===== src/rtl/lbcs_pkg.sv =====
// Package for the layered box collision scan.
// Holds default sizes, the command codes and the sequencer state type.
// No dependencies.
`default_nettype none

package lbcs_pkg;

	localparam int BOX_COUNT_DEF  = 32;
	localparam int LAYER_BITS_DEF = 3;
	localparam int COORD_BITS_DEF = 16;

	// Fixed widths of the slot fields and of the result mask, and the cap on results per scan.
	localparam int IDX_BITS    = 5;
	localparam int MASK_BITS   = 32;
	localparam int MAX_RESULTS = 32;

	typedef enum logic {
		CMD_WRITE = 1'b0,
		CMD_SCAN  = 1'b1
	} cmd_t;

	typedef enum logic [2:0] {
		ST_IDLE,
		ST_SRC,
		ST_SLOAD,
		ST_SWEEP,
		ST_DRAIN1,
		ST_DRAIN2,
		ST_EMIT,
		ST_FLUSH
	} state_t;

endpackage

`default_nettype wire


===== src/rtl/layered_box_collision_scan.sv =====
// Layered axis-aligned box collision scan: box table in a synchronous memory,
// a scan sequencer and a two-stage pair test. Depends on lbcs_pkg.
//
//   channel  | handshake            | contents
//   ---------+----------------------+------------------------------------------
//   command  | cmd_valid, cmd_stall | command, box_index, box_enabled, layers,
//            |                      | center_x, center_y, width, height
//   result   | res_valid, res_stall | source_index, hit_mask, last
//
// The box memory has a single read port, so a scan reads each enabled source entry and
// then every destination entry in turn. Reset clears the enable bits at once, so there
// is no clearing pass. A stalled result holds the scan at its next result.
`default_nettype none

module layered_box_collision_scan #(
	parameter int BOX_COUNT  = lbcs_pkg::BOX_COUNT_DEF,
	parameter int LAYER_BITS = lbcs_pkg::LAYER_BITS_DEF,
	parameter int COORD_BITS = lbcs_pkg::COORD_BITS_DEF
) (
	input  wire logic                          clk,
	input  wire logic                          arst_n,
	input  wire logic                          cmd_valid,
	output logic                               cmd_stall,
	input  wire logic                          command,
	input  wire logic [lbcs_pkg::IDX_BITS-1:0] box_index,
	input  wire logic                          box_enabled,
	input  wire logic [LAYER_BITS-1:0]         layer_self,
	input  wire logic [LAYER_BITS-1:0]         layer_target,
	input  wire logic signed [COORD_BITS-1:0]  center_x,
	input  wire logic signed [COORD_BITS-1:0]  center_y,
	input  wire logic [COORD_BITS-1:0]         width,
	input  wire logic [COORD_BITS-1:0]         height,
	output logic                               res_valid,
	input  wire logic                          res_stall,
	output logic [lbcs_pkg::IDX_BITS-1:0]      source_index,
	output logic [lbcs_pkg::MASK_BITS-1:0]     hit_mask,
	output logic                               last
);
	import lbcs_pkg::*;

	localparam int IW = $clog2(BOX_COUNT);
	localparam int CW = $clog2(MAX_RESULTS + 1);
	// Doubled interval ends and spans fit in two bits more than a coordinate.
	localparam int EW = COORD_BITS + 2;
	localparam logic [IW-1:0] LAST_IDX = IW'(BOX_COUNT - 1);

	typedef struct packed {
		logic [LAYER_BITS-1:0] lself;
		logic [LAYER_BITS-1:0] ltgt;
		logic [EW-1:0]         xhi;
		logic [EW-1:0]         xlo;
		logic [COORD_BITS-1:0] xsz;
		logic [EW-1:0]         yhi;
		logic [EW-1:0]         ylo;
		logic [COORD_BITS-1:0] ysz;
	} box_t;

	box_t box_mem [BOX_COUNT];
	box_t rd_s1;
	box_t src_box_q;
	box_t wr_box;

	logic [BOX_COUNT-1:0] en_q;
	state_t state_q, state_d;

	logic [IW-1:0] src_q, dst_q, d_s1, d_s2, rd_addr;
	logic [CW-1:0] res_cnt_q;
	logic [MASK_BITS-1:0] mask_q, pend_mask_q, hit_onehot;
	logic [IW-1:0] pend_src_q;
	logic pend_valid_q;
	logic res_valid_q, last_q;
	logic [IDX_BITS-1:0] source_index_q;
	logic [MASK_BITS-1:0] hit_mask_q;

	logic v_s1, v_s2, qual_s2;
	logic [EW-1:0] xspan_s2, xlim_s2, yspan_s2, ylim_s2;

	logic write_en, scan_start, mem_rd, src_inc, out_free;
	logic emit_go, flush_go, out_load, src_last, tgt_none, cnt_full, pair_hit;

	// Doubled center plus and minus the full size gives the doubled interval ends.
	logic [EW-1:0] xc2, yc2, xs, ys;
	always_comb begin
		xc2 = {center_x[COORD_BITS-1], center_x, 1'b0};
		yc2 = {center_y[COORD_BITS-1], center_y, 1'b0};
		xs  = {2'b00, width};
		ys  = {2'b00, height};
		wr_box.lself = layer_self;
		wr_box.ltgt  = layer_target;
		wr_box.xhi   = xc2 + xs;
		wr_box.xlo   = xc2 - xs;
		wr_box.xsz   = width;
		wr_box.yhi   = yc2 + ys;
		wr_box.ylo   = yc2 - ys;
		wr_box.ysz   = height;
	end

	assign src_last = (src_q == LAST_IDX);
	assign tgt_none = (rd_s1.ltgt == '0);
	assign cnt_full = (res_cnt_q == CW'(MAX_RESULTS - 1));
	assign out_free = !res_valid_q || !res_stall;

	// Next state.
	always_comb begin
		state_d = state_q;
		unique case (state_q)
			ST_IDLE: begin
				if (cmd_valid && command == CMD_SCAN)
					state_d = ST_SRC;
			end
			ST_SRC: begin
				if (en_q[src_q])
					state_d = ST_SLOAD;
				else if (src_last)
					state_d = ST_FLUSH;
			end
			ST_SLOAD: begin
				if (!tgt_none)
					state_d = ST_SWEEP;
				else if (src_last)
					state_d = ST_FLUSH;
				else
					state_d = ST_SRC;
			end
			ST_SWEEP: begin
				if (dst_q == LAST_IDX)
					state_d = ST_DRAIN1;
			end
			ST_DRAIN1: state_d = ST_DRAIN2;
			ST_DRAIN2: state_d = ST_EMIT;
			ST_EMIT: begin
				if (!pend_valid_q || out_free)
					state_d = (src_last || cnt_full) ? ST_FLUSH : ST_SRC;
			end
			ST_FLUSH: begin
				if (!pend_valid_q || out_free)
					state_d = ST_IDLE;
			end
			default: state_d = ST_IDLE;
		endcase
	end

	// Sequencer outputs.
	always_comb begin
		cmd_stall  = 1'b1;
		write_en   = 1'b0;
		scan_start = 1'b0;
		mem_rd     = 1'b0;
		rd_addr    = src_q;
		src_inc    = 1'b0;
		emit_go    = 1'b0;
		flush_go   = 1'b0;
		unique case (state_q) inside
			ST_IDLE: begin
				cmd_stall  = 1'b0;
				write_en   = cmd_valid && command == CMD_WRITE &&
					32'(box_index) < BOX_COUNT;
				scan_start = cmd_valid && command == CMD_SCAN;
			end
			ST_SRC: begin
				mem_rd  = en_q[src_q];
				src_inc = !en_q[src_q];
			end
			ST_SLOAD: src_inc = tgt_none;
			ST_SWEEP: begin
				mem_rd  = 1'b1;
				rd_addr = dst_q;
			end
			ST_DRAIN1, ST_DRAIN2: ;
			ST_EMIT: begin
				emit_go = !pend_valid_q || out_free;
				src_inc = emit_go;
			end
			ST_FLUSH: flush_go = pend_valid_q && out_free;
			default: ;
		endcase
	end

	// A result is held back one source so that the final one can carry last.
	assign out_load = (emit_go && pend_valid_q) || flush_go;

	always_ff @(posedge clk) begin
		if (write_en)
			box_mem[IW'(box_index)] <= wr_box;
		if (mem_rd)
			rd_s1 <= box_mem[rd_addr];
	end

	always_ff @(posedge clk or negedge arst_n) begin
		if (!arst_n) begin
			state_q      <= ST_IDLE;
			en_q         <= '0;
			src_q        <= '0;
			dst_q        <= '0;
			res_cnt_q    <= '0;
			v_s1         <= 1'b0;
			v_s2         <= 1'b0;
			pend_valid_q <= 1'b0;
			res_valid_q  <= 1'b0;
		end else begin
			state_q <= state_d;
			if (write_en)
				en_q[IW'(box_index)] <= box_enabled;
			if (scan_start)
				src_q <= '0;
			else if (src_inc)
				src_q <= src_q + 1'b1;
			if (state_q == ST_SLOAD)
				dst_q <= '0;
			else if (state_q == ST_SWEEP)
				dst_q <= dst_q + 1'b1;
			if (scan_start)
				res_cnt_q <= '0;
			else if (emit_go)
				res_cnt_q <= res_cnt_q + 1'b1;
			v_s1 <= (state_q == ST_SWEEP);
			v_s2 <= v_s1;
			if (emit_go)
				pend_valid_q <= 1'b1;
			else if (flush_go)
				pend_valid_q <= 1'b0;
			if (out_load)
				res_valid_q <= 1'b1;
			else if (!res_stall)
				res_valid_q <= 1'b0;
		end
	end

	// Pair test, first stage: union span and size limit per axis.
	logic [EW-1:0] xhi_m, xlo_m, yhi_m, ylo_m;
	logic [COORD_BITS:0] xsum, ysum;
	always_comb begin
		xhi_m = ($signed(rd_s1.xhi) > $signed(src_box_q.xhi)) ? rd_s1.xhi : src_box_q.xhi;
		xlo_m = ($signed(rd_s1.xlo) < $signed(src_box_q.xlo)) ? rd_s1.xlo : src_box_q.xlo;
		yhi_m = ($signed(rd_s1.yhi) > $signed(src_box_q.yhi)) ? rd_s1.yhi : src_box_q.yhi;
		ylo_m = ($signed(rd_s1.ylo) < $signed(src_box_q.ylo)) ? rd_s1.ylo : src_box_q.ylo;
		xsum  = {1'b0, rd_s1.xsz} + {1'b0, src_box_q.xsz};
		ysum  = {1'b0, rd_s1.ysz} + {1'b0, src_box_q.ysz};
	end

	always_ff @(posedge clk) begin
		if (state_q == ST_SLOAD)
			src_box_q <= rd_s1;
		d_s1     <= dst_q;
		d_s2     <= d_s1;
		qual_s2  <= en_q[d_s1] && (d_s1 != src_q) && (rd_s1.lself == src_box_q.ltgt);
		// The span is never negative and stays below two to the EW.
		xspan_s2 <= xhi_m - xlo_m;
		yspan_s2 <= yhi_m - ylo_m;
		xlim_s2  <= {xsum, 1'b0};
		ylim_s2  <= {ysum, 1'b0};
	end

	assign pair_hit = v_s2 && qual_s2 && (xspan_s2 <= xlim_s2) && (yspan_s2 <= ylim_s2);

	always_comb begin
		for (int i = 0; i < MASK_BITS; i++)
			hit_onehot[i] = pair_hit && (i < BOX_COUNT) && (d_s2 == IW'(i));
	end

	always_ff @(posedge clk) begin
		if (state_q == ST_SLOAD)
			mask_q <= '0;
		else
			mask_q <= mask_q | hit_onehot;
		if (emit_go) begin
			pend_src_q  <= src_q;
			pend_mask_q <= mask_q;
		end
		if (out_load) begin
			source_index_q <= IDX_BITS'(pend_src_q);
			hit_mask_q     <= pend_mask_q;
			last_q         <= flush_go;
		end
	end

	assign res_valid    = res_valid_q;
	assign source_index = source_index_q;
	assign hit_mask     = hit_mask_q;
	assign last         = last_q;

endmodule

`default_nettype wire


===== config.mk =====
export PLATFORM = sky130hd
export DESIGN_NAME = layered_box_collision_scan
export DESIGN_NICKNAME = d
export VERILOG_FILES = /design/src/rtl/lbcs_pkg.sv /design/src/rtl/layered_box_collision_scan.sv
export SDC_FILE = /design/constraint.sdc
export NUM_CORES = 2
export LEC_CHECK = 0
export ABC_AREA = 1
export ABC_CLOCK_PERIOD_IN_PS = 16000
export BUFFER_PORTS_ARGS = -buffer_cell sky130_fd_sc_hd__buf_4
export CAP_MARGIN = 5
export CELL_PAD_IN_SITES_DETAIL_PLACEMENT = 2
export CELL_PAD_IN_SITES_GLOBAL_PLACEMENT = 2
export CORE_AREA = 2 2 837 631
export DETAILED_ROUTE_END_ITERATION = 6
export DIE_AREA = 0 0 839 633
export GPL_ROUTABILITY_DRIVEN = 0
export PLACE_DENSITY = 0.69
export SKIP_LAST_GASP = 1
export SLEW_MARGIN = 10
export SYNTH_ARGS = -nofsm -noshare
export SYNTH_HDL_FRONTEND = slang
export SYNTH_SLANG_ARGS = --single-unit

===== constraint.sdc =====
create_clock -name clk -period 16 [get_ports clk]
set_input_delay 1.6 -clock clk [delete_from_list [all_inputs] [get_ports clk]]
set_output_delay 1.6 -clock clk [all_outputs]
set_load 0.01 [all_outputs]

# After elaboration in Yosys (flattened, before gate mapping)
# Memory sizes are Yosys's and may differ from the RTL's. A register that Yosys moved wholly into a read port is not among the register bits.
# Cells that the tools add are included.
# totals
memories	1
input_bits	81
wordCells	201
mem_bits_rw	3520
register_bits	350
out_inout_bits	40
# mem_list
name	depth	word_bits	rd	rd_ports_with_merged_regs	wr	line	text
box_mem	32	110	1	1	1	layered_box_collision_scan.sv:58	box_t box_mem [BOX_COUNT];
# classes
bitwise_logic	2
n_addsub	11
n_eq_ne	49
reduce_logical	58
n_mux	41
n_lt_le_gt_ge	10
# ops
cell	n
$eq A5 B5 Y1 const B	18
$mux W18	4
$logic_and A1 B1 Y1	42
$eq A5 B4 Y1 const B	8
$add A17 B17 Y18	2
$gt A18 B18 Y1	2
$le A18 B18 Y1	2
$lt A18 B18 Y1	2
$sub A17 B17 Y18	2
$sub A18 B18 Y18	2
$add A16 B16 Y17	2
$bwmux W32	1
$or A32 B32 Y32	1
$mux W3	9
$mux W5	5
$pmux W3 S8	1
$eq A5 B3 Y1 const B	4
$lt A5 B6 Y1 const B	3
$mux W1	14
$eq A3 B3 Y1 const B	4
$mux W6	2
$add A5 B1 Y5 const B	2
$bmux W1 S5	2
$eq A5 B2 Y1 const B	2
other kinds (21)	35

# Longest topological paths before layout
# logic_depth
ltp_word	7
depth_mapped	25
depth_no_buf	25

# Least setup slack after synthesis
# Ideal clock, no wire load.
# synth_timing
path_kind	register to register
startpoint	reg src_q[0]
endpoint	reg rd_s1[100] (netlist name)
t_arrival_ns	6.950
period_less_slack_ns	7.584
setup_slack_ns	8.416
path_stages_with_launch	9
path_buffers	1
t_required_ns	15.366
setup_time_ns	0.634
cell_sequence	dfrtp_1 > inv_1 > clkbuf_1 > nand2_1 > o21ai_0 > a21oi_1 > nand2_1 > nand3_1 > a31oi_1
# synth_via
elab_chain_len	3
elab_cells_between_ends	4
cone_classes	mux (4)
# synth_rtl
item	line	text
start: declaration	layered_box_collision_scan.sv:66	logic [IW-1:0] src_q, dst_q, d_s1, d_s2, rd_addr;
start signal: assignment	layered_box_collision_scan.sv:207	src_q <= src_q + 1'b1;
$bmux W1 S5	layered_box_collision_scan.sv:161	mem_rd = en_q[src_q];
$mux W1 (implied by the code)	layered_box_collision_scan.sv:161	
$pmux W1 S2	layered_box_collision_scan.sv:153	unique case (state_q) inside
via mem_rd	layered_box_collision_scan.sv:78	logic write_en, scan_start, mem_rd, src_inc, out_free;
# The timed path passes the listed nets, and every way through them passes these cells. The select of a mux whose other input is x is not followed.
# A chain may end at the register's enable or synchronous reset.

# Worst setup path after layout
# layout_timing
startpoint	reg src_q[0]
endpoint	reg rd_s1[5] (netlist name)
# layout_via
elab_chain_len	3
elab_cells_between_ends	4
cone_classes	mux (4)
# layout_rtl
item	line
$bmux W1 S5	layered_box_collision_scan.sv:161
$mux W1 (implied by the code)	layered_box_collision_scan.sv:161
$pmux W1 S2	layered_box_collision_scan.sv:153
# Several ways; a longest one is shown, not always the timed one. The select of a mux whose other input is x is not followed.

==> impl_metrics.yaml <==
floorplanning:
  start_util_pct: 30.0
  dieArea_mm2: 0.531
  core_mm2: 0.522
  die_w_um: 839
  die_h_um: 633
  row_count: 230
  ios: 121
final_layout:
  final_cell_mix: "edfxtp_1, nor2_1, o21ai_0, nand2_1, o22ai_1"
  fin_nets: 12865
  drive_gt1_share_pct: 7.96
  stdcell_area_mm2: 0.178
  layout_commonest_cell: "edfxtp_1"
  area_delta_synth_final_pct: 14.0
  instances_no_fill: 19835
clocking:
  cts_resized: 0
  postCtsSetupRepairBufs: 0
  cts-hold-fix-buffers: 0
  cts-buffers-inserted: 400
  cts_max_path_buffers: 4
  root_buffer: "clkbuf_16"
  cts.clk_slew.worst_paths_ns: 0.06
  h-tree-depth: 5
  cts_sinks: 3844
  cts_tree: "built"
  clk_latency_ns: 1.02
timing:
  drv_slew: 0
  finClkSkew_ns: 0.0671
  tightest_slew_ns: 1.24
  finalSetupViolations: 0
  fmax_mhz: 130
  period_minus_slack_ns: 7.68
  timing.final.crit_share_pct: 48.0
  rsz0062_at_grt: "false"
  relSlewSlack_pct: 16.4
  tns_ns: 0
  hold_viol: 0
  setup_ws_ns: 8.32
min_path:
  hp-start: "v_s1"
  holdPathEnd: "v_s2"
  min_path_cells: 0
  hold_path.class: "flip-flop to flip-flop"
flow_run:
  maxCapViolCount: 0
route:
  wl_per_cell_um: 29.3
  drt_drc_violations_left: 0
  via_count: 108117
  drt_iter0_drc: 11691
  wl_um: 581000
  ant_nets: 0
  vias_per_cell: 5.45
  dr.pass1.iters: 5
yosys:
  ys_types: 47
  ys_async_sr_fraction_pct: 1.43
  synth_edf_count: 3676
  ys_ff_latch: 3844
  synth_ff_type: "edfxtp_1"
  syn_nets: 12879
  synth_area_per_cell_um2: 12.5
  postSynthCellCount: 12555
  synth_area_mm2: 0.156
  ys_warn_count: 0
  synth_seq_area_share_pct: 72.9
placement:
  place_area_mm2: 0.166
  numPortBuffers: 120
  place_hpwl_um: 306000
  post-place-ws_ns: 8.55
  placed_cells: 19098
global_route:
  grt_pass1_wl_um: 833000
  antenna_found_initial: 52
  grt_max_degree: 190
  first_global_vias: 114212
  grt_overflow: 0
  grt_use_total_pct: 21.2
setup_path:
  startpoint: "src_q[0]"
  timing.rr.start: "src_q[0]"
  end_kind: "flip-flop"
  worstPathRequired_ns: 16.85
  timing.rr.end: "rd_s1[5]"
  arrival_ns: 8.53
  crit_fanout: 79
  start_kind: "flip-flop"
  crit_type: "flip-flop to flip-flop"
  reg2reg_slack_ns: 8.32
  worst-r2r-cell-count: 15
status:
  outcome: "finished, final reports clean"
power_and_ir_drop:
  ir_drop_uv: 180
  finalPower_mw: 35.4
  leakage_nw: 59.3
  p_per_area_mw_per_mm2: 198
## registers in the layout, summed over array words and instances, names as in the netlist, 6 cells and up
| signal | cells |
|---|---|
| yspan_s2 | 18 |
| pend_mask_q | 32 |
| box_mem | 3392 |
| ylim_s2 | 17 |
| xlim_s2 | 17 |
| src_box_q | 103 |
| rd_s1 | 106 |
| hit_mask | 32 |
| en_q | 32 |
| res_cnt_q | 6 |
| xspan_s2 | 18 |
| mask_q | 32 |
## cell type report
cell class	count	area, um^2
Timing Repair Buffer	367	3230
Inverter	395	1530
Multi-Input combinational cell	7533	38400
Sequential cell	3844	114000
Clock inverter	216	1960
Clock buffer	514	10600
Antenna cell	6	15.0
Tap cell	6960	8710
Fill cell	54327	344000
## layer usage
layer	share of wire (%)	wire, um	vias to the layer above	GRT usage [%]
met5	0.014	82	-	0
met4	2.4	13700	14	4.82
met3	5.8	33500	830	2.27
met2	46	268000	3475	34.4
met1	46	266000	58015	30.6
li1	-	-	45783	-
## cells by family after synthesis
kind of cell,after synthesis,share of synthesized area (%)
AND/OR/NAND/NOR,4105,10.6
flip-flops,3844,72.9
AO/OA/AOI/OAI,3058,10.6
buffers and inverters,1178,3.20
adder cells (fa/ha/maj),243,1.98
XOR/XNOR,127,0.711
## power by group
| group | switching, mW | internal (mW) | leakage, nW |
|---|---|---|---|
| Sequential | 0.387 | 12.0 | 34.8 |
| Clock | 4.09 | 5.20 | 6.16 |
| Combinational | 10.0 | 3.68 | 18.4 |
| Total | 14.5 | 20.9 | 59.3 |
## through the flow
step / hold slack [ns] / util, %
6_report: 0.354 / 34.2
5_1_grt: 0.364 / 34.2
4_1_cts: 0.358 / 34.2
3_5_place_dp: 0.343 / 31.7
3_3_place_gp: 0.334 / 31.7
2_1_floorplan: 0.329 / -
## worst max-delay path, cell delays in order, from the launching register on
cell,delay (ns)
dfrtp_1,0.68
inv_1,0.59
nand2_2,0.18
nand2_8,0.39
buf_4,0.60
buf_4,0.79
buf_4,0.72
buf_4,0.71
buf_4,0.80
buf_4,0.78
o21ai_0,0.22
o22ai_1,0.29
nand2_1,0.10
nand3_1,0.12
nand3_1,0.12
nand2_1,0.11
## cell usage after synthesis, types with 31 or more instances
cell         n  area [um^2]
buf_2      310         1550
clkbuf_1   399         1500
nand2_1   1375         5160
ha_1       235         2940
nand3_1    720         3600
inv_1      386         1450
nor3_1      39          195
buf_1       31          116
xor2_1     101          885
dfxtp_1    113         2260
o21ai_0   1820         9110
o22ai_1    848         5310
edfxtp_1  3676       110000
o21ai_1     45          225
dfrtp_1     55         1380
nor2_1    1884         7070
a21oi_1    246         1230
nand4_1     61          382
## worst max-delay path by stage
stage | to | slack (ns) | depth (start not counted)
after floorplan | rd_s1[100] | 8.42 | 8
after global placement | rd_s1[6] | 8.81 | 15
after detailed placement | rd_s1[5] | 8.55 | 15
after CTS | rd_s1[5] | 8.48 | 15
after global routing | rd_s1[5] | 7.86 | 15
final | rd_s1[5] | 8.32 | 15
No activity file was read; power rests on OpenSTA's default activity.
